File: src/rtl/core/rc5_pkg.sv
// RC5-32/12/4 shared package: sizes, magic constants, command types and
// rotate/address helpers. No dependencies; used by rc5_dp, rc5_ctrl and rc5_block_cipher.
`timescale 1ns / 1ps

package rc5_pkg;

	localparam int ROUNDS      = 12;
	localparam int TABLE_WORDS = 2 * ROUNDS + 2;
	localparam int MIX_PASSES  = 3;

	localparam int WORD_W = 32;
	localparam int ROT_W  = 5;
	localparam int CNT_W  = $clog2(ROUNDS + 1);
	localparam int AW     = $clog2(TABLE_WORDS);
	localparam int PASS_W = $clog2(MIX_PASSES);

	localparam logic [WORD_W-1:0] MAGIC_P = 32'hb7e15163;
	localparam logic [WORD_W-1:0] MAGIC_Q = 32'h9e3779b9;
	localparam logic [ROT_W-1:0]  KEY_ROT = 5'd3;

	typedef enum logic {
		OP_ENC = 1'b0,
		OP_DEC = 1'b1
	} op_t;

	typedef enum logic [1:0] {
		ST_IDLE,
		ST_EXPAND,
		ST_RUN,
		ST_DONE
	} state_t;

	typedef enum logic [2:0] {
		RND_HOLD,
		RND_LOAD,
		RND_WHITEN,
		RND_ENC,
		RND_DEC,
		RND_UNWHITEN
	} rnd_op_t;

	typedef struct packed {
		rnd_op_t        rnd;
		logic           out_load;
		logic           exp_start;
		logic           exp_step;
		logic           exp_pass1;
		logic [AW-1:0]  rd_addr_a;
		logic [AW-1:0]  rd_addr_b;
		logic [AW-1:0]  wr_addr;
	} cmd_t;

	function automatic logic [WORD_W-1:0] rotl32(input logic [WORD_W-1:0] x,
			input logic [ROT_W-1:0] n);
		logic [2*WORD_W-1:0] dbl;
		dbl = {x, x} << n;
		return dbl[2*WORD_W-1:WORD_W];
	endfunction

	function automatic logic [WORD_W-1:0] rotr32(input logic [WORD_W-1:0] x,
			input logic [ROT_W-1:0] n);
		logic [2*WORD_W-1:0] dbl;
		dbl = {x, x} >> n;
		return dbl[WORD_W-1:0];
	endfunction

	// Key pair used by round step c: forward order for encrypt, reverse for decrypt
	// with the whitening pair last.
	function automatic logic [CNT_W-1:0] pair_for(input op_t op, input logic [CNT_W-1:0] c);
		logic [CNT_W-1:0] p;
		if (op == OP_ENC) begin
			p = c;
		end else if (c == CNT_W'(ROUNDS)) begin
			p = '0;
		end else begin
			p = CNT_W'(ROUNDS) - c;
		end
		return p;
	endfunction

	function automatic logic [AW-1:0] pair_addr(input logic [CNT_W-1:0] pair, input logic odd);
		return AW'({pair, odd});
	endfunction

endpackage

File: src/rtl/core/rc5_dp.sv
// RC5 datapath: round key memory, key expansion mixer, round unit and
// output register. Driven by rc5_ctrl through cmd_t; uses rc5_pkg.
`timescale 1ns / 1ps

module rc5_dp
	import rc5_pkg::*;
(
	input  logic              clk,
	input  cmd_t              cmd,
	input  logic [WORD_W-1:0] key,
	input  logic [WORD_W-1:0] in_first,
	input  logic [WORD_W-1:0] in_second,
	output logic [WORD_W-1:0] out_first,
	output logic [WORD_W-1:0] out_second
);

	logic [WORD_W-1:0] rk_mem [TABLE_WORDS];
	logic [WORD_W-1:0] rd_a_q, rd_b_q;

	logic [WORD_W-1:0] a_q, b_q;
	logic [WORD_W-1:0] ka_q, kb_q, l_q, init_q;
	logic [WORD_W-1:0] out_first_q, out_second_q;

	logic [WORD_W-1:0] s_old, ka_nxt, kb_nxt, kab;
	logic [WORD_W-1:0] a_nxt, b_nxt;

	// Mixing step: first pass takes the P/Q sequence, later passes the stored table.
	always_comb begin
		s_old  = cmd.exp_pass1 ? init_q : rd_a_q;
		ka_nxt = rotl32(s_old + ka_q + kb_q, KEY_ROT);
		kab    = ka_nxt + kb_q;
		kb_nxt = rotl32(l_q + kab, kab[ROT_W-1:0]);
	end

	always_ff @(posedge clk) begin
		if (cmd.exp_step) begin
			rk_mem[cmd.wr_addr] <= ka_nxt;
		end
		rd_a_q <= rk_mem[cmd.rd_addr_a];
		rd_b_q <= rk_mem[cmd.rd_addr_b];
	end

	always_ff @(posedge clk) begin
		if (cmd.exp_start) begin
			l_q    <= key;
			ka_q   <= '0;
			kb_q   <= '0;
			init_q <= MAGIC_P;
		end else if (cmd.exp_step) begin
			l_q    <= kb_nxt;
			ka_q   <= ka_nxt;
			kb_q   <= kb_nxt;
			init_q <= init_q + MAGIC_Q;
		end
	end

	always_comb begin
		logic [WORD_W-1:0] t;
		t     = '0;
		a_nxt = a_q;
		b_nxt = b_q;
		unique case (cmd.rnd)
			RND_HOLD: begin
			end
			RND_LOAD: begin
				a_nxt = in_first;
				b_nxt = in_second;
			end
			RND_WHITEN: begin
				a_nxt = a_q + rd_a_q;
				b_nxt = b_q + rd_b_q;
			end
			RND_ENC: begin
				t     = rotl32(a_q ^ b_q, b_q[ROT_W-1:0]) + rd_a_q;
				a_nxt = t;
				b_nxt = rotl32(b_q ^ t, t[ROT_W-1:0]) + rd_b_q;
			end
			RND_DEC: begin
				t     = rotr32(b_q - rd_b_q, a_q[ROT_W-1:0]) ^ a_q;
				b_nxt = t;
				a_nxt = rotr32(a_q - rd_a_q, t[ROT_W-1:0]) ^ t;
			end
			RND_UNWHITEN: begin
				a_nxt = a_q - rd_a_q;
				b_nxt = b_q - rd_b_q;
			end
			default: begin
			end
		endcase
	end

	always_ff @(posedge clk) begin
		a_q <= a_nxt;
		b_q <= b_nxt;
		if (cmd.out_load) begin
			out_first_q  <= a_q;
			out_second_q <= b_q;
		end
	end

	assign out_first  = out_first_q;
	assign out_second = out_second_q;

endmodule

File: src/rtl/core/rc5_ctrl.sv
// RC5 controller: sequences key expansion and the round steps, owns the
// stream handshakes and issues cmd_t to rc5_dp. Uses rc5_pkg.
`timescale 1ns / 1ps

module rc5_ctrl
	import rc5_pkg::*;
(
	input  logic clk,
	input  logic arst_n,
	input  logic cfg_we,
	input  logic s_tvalid,
	input  logic s_op,
	output logic s_tready,
	output logic m_tvalid,
	input  logic m_tready,
	output cmd_t cmd
);

	state_t            state_q, state_nxt;
	logic              ready_q, ready_nxt;
	logic              out_valid_q, out_valid_nxt;
	op_t               op_q, op_nxt;
	logic [CNT_W-1:0]  cnt_q, cnt_nxt;
	logic [AW-1:0]     ti_q, ti_nxt;
	logic [PASS_W-1:0] pass_q, pass_nxt;

	logic out_free, accept, ti_wrap;
	op_t  in_op;

	always_ff @(posedge clk or negedge arst_n) begin
		if (!arst_n) begin
			state_q     <= ST_IDLE;
			ready_q     <= 1'b0;
			out_valid_q <= 1'b0;
			op_q        <= OP_ENC;
			cnt_q       <= '0;
			ti_q        <= '0;
			pass_q      <= '0;
		end else begin
			state_q     <= state_nxt;
			ready_q     <= ready_nxt;
			out_valid_q <= out_valid_nxt;
			op_q        <= op_nxt;
			cnt_q       <= cnt_nxt;
			ti_q        <= ti_nxt;
			pass_q      <= pass_nxt;
		end
	end

	always_comb begin
		in_op    = op_t'(s_op);
		out_free = !out_valid_q || m_tready;
		ti_wrap  = (ti_q == AW'(TABLE_WORDS - 1));

		state_nxt = state_q;
		ready_nxt = ready_q;
		op_nxt    = op_q;
		cnt_nxt   = cnt_q;
		ti_nxt    = ti_q;
		pass_nxt  = pass_q;
		s_tready  = 1'b0;

		cmd           = '0;
		cmd.rnd       = RND_HOLD;
		cmd.exp_pass1 = (pass_q == '0);
		cmd.wr_addr   = ti_q;
		cmd.rd_addr_a = pair_addr(pair_for(in_op, '0), 1'b0);
		cmd.rd_addr_b = pair_addr(pair_for(in_op, '0), 1'b1);

		unique case (state_q)
			ST_IDLE: begin
				s_tready = ready_q;
			end
			ST_EXPAND: begin
				cmd.exp_step  = 1'b1;
				cmd.rd_addr_a = ti_wrap ? '0 : ti_q + 1'b1;
				ti_nxt        = ti_wrap ? '0 : ti_q + 1'b1;
				if (ti_wrap) begin
					pass_nxt = pass_q + 1'b1;
					if (pass_q == PASS_W'(MIX_PASSES - 1)) begin
						state_nxt = ST_IDLE;
						ready_nxt = 1'b1;
					end
				end
			end
			ST_RUN: begin
				if (op_q == OP_ENC) begin
					cmd.rnd = (cnt_q == '0) ? RND_WHITEN : RND_ENC;
				end else begin
					cmd.rnd = (cnt_q == CNT_W'(ROUNDS)) ? RND_UNWHITEN : RND_DEC;
				end
				// prefetch the pair for the following step
				if (cnt_q == CNT_W'(ROUNDS)) begin
					cmd.rd_addr_a = '0;
					cmd.rd_addr_b = '0;
					state_nxt     = ST_DONE;
				end else begin
					cmd.rd_addr_a = pair_addr(pair_for(op_q, cnt_q + 1'b1), 1'b0);
					cmd.rd_addr_b = pair_addr(pair_for(op_q, cnt_q + 1'b1), 1'b1);
					cnt_nxt       = cnt_q + 1'b1;
				end
			end
			ST_DONE: begin
				s_tready = ready_q && out_free;
				if (out_free) begin
					cmd.out_load = 1'b1;
					state_nxt    = ST_IDLE;
				end
			end
			default: begin
				state_nxt = ST_IDLE;
			end
		endcase

		accept = s_tvalid && s_tready;
		if (accept) begin
			cmd.rnd   = RND_LOAD;
			op_nxt    = in_op;
			cnt_nxt   = '0;
			state_nxt = ST_RUN;
		end

		// a key write restarts expansion and blocks items until it ends
		if (cfg_we) begin
			cmd.exp_start = 1'b1;
			cmd.exp_step  = 1'b0;
			state_nxt     = ST_EXPAND;
			ready_nxt     = 1'b0;
			ti_nxt        = '0;
			pass_nxt      = '0;
		end

		out_valid_nxt = cmd.out_load || (out_valid_q && !m_tready);
	end

	assign m_tvalid = out_valid_q;

endmodule

File: src/rtl/core/rc5_block_cipher.sv
// RC5-32/12/4: one block at a time through the shared round unit (13 steps,
// one table pair each), then into the output register.
// A key write runs key expansion (3 passes over 26 table words)
// with s_tready low. Async reset clears control only; no items are taken
// until a key has been written. The output register frees the core early.
`timescale 1ns / 1ps

module rc5_block_cipher
	import rc5_pkg::*;
(
	input  logic        clk,
	input  logic        arst_n,
	input  logic        cfg_we,
	input  logic [31:0] cfg_wdata,  // cipher_key
	input  logic        s_tvalid,
	output logic        s_tready,
	input  logic [63:0] s_tdata,    // first_word [31:0], second_word [63:32]
	input  logic [0:0]  s_tuser,    // operation [0]
	output logic        m_tvalid,
	input  logic        m_tready,
	output logic [63:0] m_tdata     // out_first [31:0], out_second [63:32]
);

	cmd_t              cmd;
	logic [WORD_W-1:0] out_first, out_second;

	rc5_ctrl u_ctrl (
		.clk      (clk),
		.arst_n   (arst_n),
		.cfg_we   (cfg_we),
		.s_tvalid (s_tvalid),
		.s_op     (s_tuser[0]),
		.s_tready (s_tready),
		.m_tvalid (m_tvalid),
		.m_tready (m_tready),
		.cmd      (cmd)
	);

	rc5_dp u_dp (
		.clk        (clk),
		.cmd        (cmd),
		.key        (cfg_wdata),
		.in_first   (s_tdata[31:0]),
		.in_second  (s_tdata[63:32]),
		.out_first  (out_first),
		.out_second (out_second)
	);

	assign m_tdata = {out_second, out_first};

endmodule

File: config.mk
export PLATFORM = sky130hd
export DESIGN_NAME = rc5_block_cipher
export DESIGN_NICKNAME = d
export VERILOG_FILES = /design/src/rtl/core/rc5_pkg.sv /design/src/rtl/core/rc5_dp.sv /design/src/rtl/core/rc5_ctrl.sv /design/src/rtl/core/rc5_block_cipher.sv
export SDC_FILE = /design/constraint.sdc
export NUM_CORES = 2
export LEC_CHECK = 0
export BUFFER_PORTS_ARGS = -buffer_cell sky130_fd_sc_hd__buf_2
export CORE_MARGIN = 2
export CORE_UTILIZATION = 40
export DETAILED_ROUTE_END_ITERATION = 12
export PLACE_DENSITY = 0.56
export SLEW_MARGIN = 25
export SYNTH_ARGS = -nofsm -noshare
export SYNTH_HDL_FRONTEND = slang
export SYNTH_SLANG_ARGS = --single-unit
File: constraint.sdc
create_clock -name clk -period 26.9 [get_ports clk]
set_input_delay 5.38 -clock clk [delete_from_list [all_inputs] [get_ports clk]]
set_output_delay 5.38 -clock clk [all_outputs]
set_load 0.01 [all_outputs]
After elaboration in Yosys (flattened, before gate mapping)
Memory sizes are Yosys's and may differ from the RTL's. A register that Yosys moved wholly into a read port is not among the register bits.
Cells that the tools add are included.
- $add $sub $neg: 15
- eq/ne operators: 17
- shifts and indexed selects: 5
- multiplexer cells: 43
- bitwise operators: 4
- reduce and logical (&&, ||, !) cells: 21
- operators by type and width (operator ; number):
    32-bit case mux with 5 select lines ; 2
    32-bit adder ; 8
    64-bit by 5-bit left shift with 64-bit output ; 3
    64-bit by 5-bit >> shifter with 32-bit output ; 2
    32-bit bitwise XOR ; 4
    32-bit 2-to-1 mux ; 3
    32-bit subtractor ; 2
    32-bit adder, second input constant ; 1
    4-bit 2-to-1 mux ; 6
    2-bit 2-to-1 mux ; 10
    5-bit 2-to-1 mux ; 4
    4-bit by 2-bit != test with 1-bit output, second input constant ; 4
    1-bit 2-to-1 mux ; 11
    10-bit 2-to-1 mux ; 1
    5-bit case mux with 2 select lines ; 1
    2-bit nonzero test ; 5
    5-bit nonzero test ; 2
    3-bit 2-to-1 mux ; 3
    4-bit == test, second input constant ; 2
    2-bit == test, second input constant ; 3
    3-bit by 2-bit == test with 1-bit output, second input constant ; 2
    3-bit == test, second input constant ; 2
    2-bit case mux with 3 select lines ; 1
    5-bit by 1-bit adder with 5-bit output, second input constant ; 1
    other kinds (16) ; 22
- register bits after elaboration: 272
- memory bits (writable): 832
- output and inout bits: 66
- logic and storage cells: 121
- memories: 1
- memory list (memory ; depth ; bits a word ; rd ports ; clocked after memory_dff ; wr ports ; RTL line ; RTL):
    u_dp.rk_mem ; 26 ; 32 ; 2 ; 2 ; 1 ; rc5_dp.sv:17 ; logic [WORD_W-1:0] rk_mem [TABLE_WORDS];

Logic depth before layout (Yosys ltp)
- depth in word-level cells: 9
- gate-level depth with buffers: 57
- mapped depth without buffers: 55

Hierarchy
Synthesis repeated with hierarchy kept, for this count alone.
- cell total of the unflattened synthesis: 6644
- area total of the unflattened synthesis: 77116.5 um2
- modules (own cells, without submodules) (module ; times used ; cells an instance ; area each (um2) ; sequential area each (um2)):
    rc5_dp ; 1 ; 6495 ; 75909.1 ; 32991.6
    rc5_ctrl ; 1 ; 149 ; 1207.4 ; 400.4

Worst setup path before layout
OpenSTA, ideal clock, no wires.
- path kind: input -> output
- start: input port m_tready
- end: output port s_tready
- arrival: 7.507 ns
- data required time: 21.520 ns
- path slack: 14.013 ns
- stages: 4
- cell sequence: nand2b_1 and2_1 nor2_1 nor3b_1
- cells in the longest elaborated chain, start to end: 3
- ends and longest elaborated chain (item ; RTL line ; RTL):
    from (decl) ; rc5_block_cipher.sv:20 ; input logic m_tready,
    1-bit logical OR ; rc5_ctrl.sv:52 ; out_free = !out_valid_q || m_tready;
    1-bit logical AND ; rc5_ctrl.sv:104 ; s_tready = ready_q && out_free;
    1-bit case mux with 2 select lines ; rc5_ctrl.sv:70 ; unique case (state_q)
    to (decl) ; rc5_block_cipher.sv:16 ; output logic s_tready,
No other way between the ends.

Worst setup path after layout
- start: register u_ctrl.pass_q[0]
- end: register u_dp.l_q[26], data pin
- cells in the longest elaborated chain, start to end: 9
- ends and longest elaborated chain (item ; RTL line ; RTL):
    from (decl) ; rc5_ctrl.sv:25 ; logic [PASS_W-1:0] pass_q, pass_nxt;
    from (signal assigned) ; rc5_ctrl.sv:46 ; pass_q <= pass_nxt;
    2-bit zero test * ; rc5_ctrl.sv:65 ; cmd.exp_pass1 = (pass_q == '0);
    32-bit 2-to-1 mux * ; rc5_dp.sv:29 ; s_old = cmd.exp_pass1 ? init_q : rd_a_q;
    32-bit adder * (2 in series) ; rc5_dp.sv:30 ; ka_nxt = rotl32(s_old + ka_q + kb_q, KEY_ROT);
    net u_dp.ka_nxt[2] ; rc5_dp.sv:24 ; logic [WORD_W-1:0] s_old, ka_nxt, kb_nxt, kab;
    32-bit adder * ; rc5_dp.sv:31 ; kab = ka_nxt + kb_q;
    32-bit adder ; rc5_dp.sv:32 ; kb_nxt = rotl32(l_q + kab, kab[ROT_W-1:0]);
    64-bit by 5-bit left shift with 64-bit output * ; rc5_pkg.sv:56 ; dbl = {x, x} << n;
    32-bit 2-to-1 mux * ; rc5_dp.sv:49 ; end else if (cmd.exp_step) begin
    32-bit 2-to-1 mux * ; rc5_dp.sv:44 ; if (cmd.exp_start) begin
    to (signal assigned) ; rc5_dp.sv:45 ; l_q <= key;
    to (signal assigned) ; rc5_dp.sv:50 ; l_q <= kb_nxt;
    to (decl) ; rc5_dp.sv:21 ; logic [WORD_W-1:0] ka_q, kb_q, l_q, init_q;
The timed path passes the listed nets; every way through them passes the cells marked *. The select of a mux whose other input is x is not followed.
A chain may end at the register's enable or synchronous reset.

==> results.json <==
{
  "status": "finished clean",
  "nFillCells": 18100,
  "vias": 65300,
  "max_freq_mhz": 72.4,
  "ys_types": 113,
  "worst_slew_pin_slew_ns": 1.28,
  "critPathMaxStageDelay_ns": 0.51,
  "worstPathArrival_ns": 14.36,
  "netlist.area_leader.share": 0.385,
  "crit_required_ns": 27.44,
  "min_period_ns": 13.82,
  "ctsLongestPathBuffers": 3,
  "grt_pass1_wl_mm": 446,
  "grt_pass1_vias": 61400,
  "rsz0062_at_grt": "false",
  "critPathLaunchType": "register",
  "grt-ovfl-total": 0,
  "synth-edff-count": 992,
  "routedWlPerCell_um": 30.5,
  "yosysTopAreaCell": "edfxtp_1",
  "synthCells": 7674,
  "whs_ns": 0.495,
  "drive_above_1_share": 0.142,
  "cts_setup_buffers": 0,
  "period_share": 0.514,
  "antenna_left": 0,
  "finClkSkew_ns": 0.0642,
  "tns_ns": 0,
  "antenna_found_initial": 17,
  "io_buffers": 167,
  "worstPathMaxFanout": 28,
  "hold_path_class": "reg2reg",
  "cts_resized": 0,
  "die_width_um": 444,
  "cp-end-kind": "register",
  "cts_made_buffers": 139,
  "drt_wl_total_mm": 316,
  "nets": 8111,
  "area_growth_pct": 11.9,
  "drt_first_pass_iters": 6,
  "yosys_warnings": 0,
  "clock_sinks": 1168,
  "ios": 168,
  "cts_tree": "built",
  "place.gp.congestion": 0.994,
  "ys_ff_latch": 1168,
  "grt_max_degree": 116,
  "syn_area_per_cell_um2": 10.1,
  "slew_viol_final": 0,
  "async_reset_ff_frac": 0.0137,
  "die_area_mm2": 0.197,
  "core_mm2": 0.192,
  "ys_top_cells_by_area": "edfxtp_1 39%, mux4_2 8.0%, nand2_1 5.4%, mux2i_1 4.3%, ha_1 4.3%",
  "drv_cap": 0,
  "syn_area_mm2": 0.0773,
  "root_buffer": "clkbuf_16",
  "relSlewSlack": 0.139,
  "track_usage": 0.312,
  "cts_max_level": 4,
  "dieHeight_um": 444,
  "via_per_inst": 6.31,
  "setup_viol": 0,
  "remaining_drc_errors": 0,
  "syn_nets": 8080,
  "synth-main-ff-cell": "edfxtp_1",
  "detailed_place_hpwl_mm": 220,
  "rows": 161,
  "hold_buffers": 0,
  "path_clk_slew_ns": 0.06,
  "drt_iter0_drc": 7359,
  "slowest_stage": "ha_1",
  "ys_seq_area_frac": 0.432,
  "final-hold-violation-count": 0,
  "final_util": 0.450,
  "crit_type": "reg2reg",
  "clock_latency_ns": 0.82,
  "initial_core_util": 0.402
}
[state kept, by name, summed over array words and instances (netlist names), 4 cells and up]
| name | flops |
|---|---|
| u_dp.rd_b_q | 32 |
| u_ctrl.ti_q | 5 |
| u_dp.out_first | 32 |
| u_dp.ka_q | 32 |
| u_dp.out_second | 32 |
| u_dp.init_q | 32 |
| u_dp.b_q | 32 |
| u_dp.a_q | 32 |
| u_dp.l_q | 32 |
| u_dp.kb_q | 32 |
| u_ctrl.cnt_q | 4 |
| u_dp.rk_mem | 832 |
| u_dp.rd_a_q | 32 |
[cells by family (layout without fill, tap and decap cells)]
kind of cell / Yosys count / after routing / synth area share
AO/OA/AOI/OAI: 1927 / 1927 / 0.166
AND/OR/NAND/NOR: 2454 / 2454 / 0.138
flip-flops: 1168 / 1168 / 0.432
adder cells (fa/ha/maj): 304 / 304 / 0.0530
multiplexers: 658 / 658 / 0.131
other: 0 / 11 / 0
buffers and inverters: 812 / 956 / 0.0403
XOR/XNOR: 351 / 351 / 0.0406
[per-stage QoR]
step / instance area, µm² / instances / worst slack (ns)
CTS: 86500 / 10300 / 13.17
global route: 86500 / 10300 / 12.14
finish: 86500 / 10400 / 13.08
detailed placement: 81800 / 10100 / 13.24
global placement: 81800 / 10100 / 13.30
floorplan: 77300 / 7674 / 14.01
[worst max-delay path, delay by kind of cell (launching register included)]
kind | cells | cell delay [ns]
AOI/OAI and AO/OA | 34 | 7.69
muxes | 3 | 1.12
DFF | 1 | 0.35
buffers and inverters | 1 | 0.14
adders and majority gates | 6 | 2.47
and+or+nand+nor | 5 | 0.82
xor gates and xnor gates | 3 | 0.92
[layout make-up]
class                   instances  area (µm²)  area share
flip-flops and latches       1168       33400       0.386
inverters                     310        1160      0.0134
well taps                    2526        3160      0.0365
diodes                         11        27.5    0.000318
multi-input cells            5694       41500       0.480
repair buffers                392        2580      0.0298
clock buffers                 186        3800      0.0439
clock inverters                68         886      0.0102
[final timing paths]
path | cells after the start | start | endpoint | slack, ns
max | 52 | u_ctrl.pass_q[0] | u_dp.l_q[26] | 13.08
min | 2 | u_dp.ka_q[24] | u_dp.ka_q[24] | 0.50
max reg2reg | 52 | u_ctrl.pass_q[0] | u_dp.l_q[26] | 13.08
min reg2reg | 2 | u_dp.ka_q[24] | u_dp.ka_q[24] | 0.50
max in group asynchronous | 1 | arst_n | u_ctrl.op_q | 21.99
min in group asynchronous | 1 | arst_n | u_ctrl.ti_q[2] | 4.53
[layout by cell type (no fill, tap or decap), types with 25 or more instances in the layout]
cell,count
fa_1,39
a21o_1,91
o221ai_1,48
buf_2,167
dfxtp_1,160
a22oi_1,35
a21oi_1,360
o22ai_1,37
a31oi_1,88
inv_1,294
nand2b_1,50
a211oi_1,95
and2_1,36
edfxtp_1,992
buf_4,221
nor3_1,112
clkinv_1,27
o31ai_1,25
o21a_1,54
nor2_1,508
o21ai_0,509
nand4_1,26
clkbuf_16,142
nor2_4,31
mux2i_1,332
nand2_1,1107
ha_1,264
o21bai_1,33
xnor2_1,199
clkbuf_1,36
nand3_1,413
a221oi_1,44
mux4_2,275
xor2_1,114
o211ai_1,187
mux2_2,50
[routing by layer]
metal  GRT usage  up-vias  routed length (µm)
met5           0        -                  55
met3      0.0524      718               26200
met2       0.502     3319              146000
met4       0.160        8               18300
li1            -    28800                   -
met1       0.404    32400              125000
[cell usage after synthesis, drive strengths merged (17+ instances only)]
| cell type | instances |
|---|---|
| nand2 | 1110 |
| edfxtp | 992 |
| nor2 | 547 |
| o21ai | 535 |
| nand3 | 414 |
| clkbuf | 393 |
| a21oi | 366 |
| mux2i | 332 |
| inv | 302 |
| mux4 | 275 |
| ha | 265 |
| xnor2 | 224 |
| o211ai | 187 |
| dfxtp | 160 |
| xor2 | 122 |
| nor3 | 113 |
| buf | 109 |
| a211oi | 100 |
| a21o | 91 |
| a31oi | 90 |
| o21a | 55 |
| nand2b | 52 |
| mux2 | 51 |
| o221ai | 49 |
| a221oi | 47 |
| and2 | 40 |
| fa | 39 |
| o22ai | 37 |
| a22oi | 36 |
| o21bai | 33 |
| nand4 | 26 |
| o31ai | 26 |
| a2111oi | 23 |
| nor2b | 23 |
| and3 | 22 |
| or3 | 21 |
| a311oi | 19 |
| a22o | 18 |
| nor4 | 18 |
| or2 | 18 |
| a211o | 17 |
| a31o | 17 |
| o32ai | 17 |
Power is not shown: default switching activity piles up to over one toggle a cycle in this logic, so the estimate is an artifact.
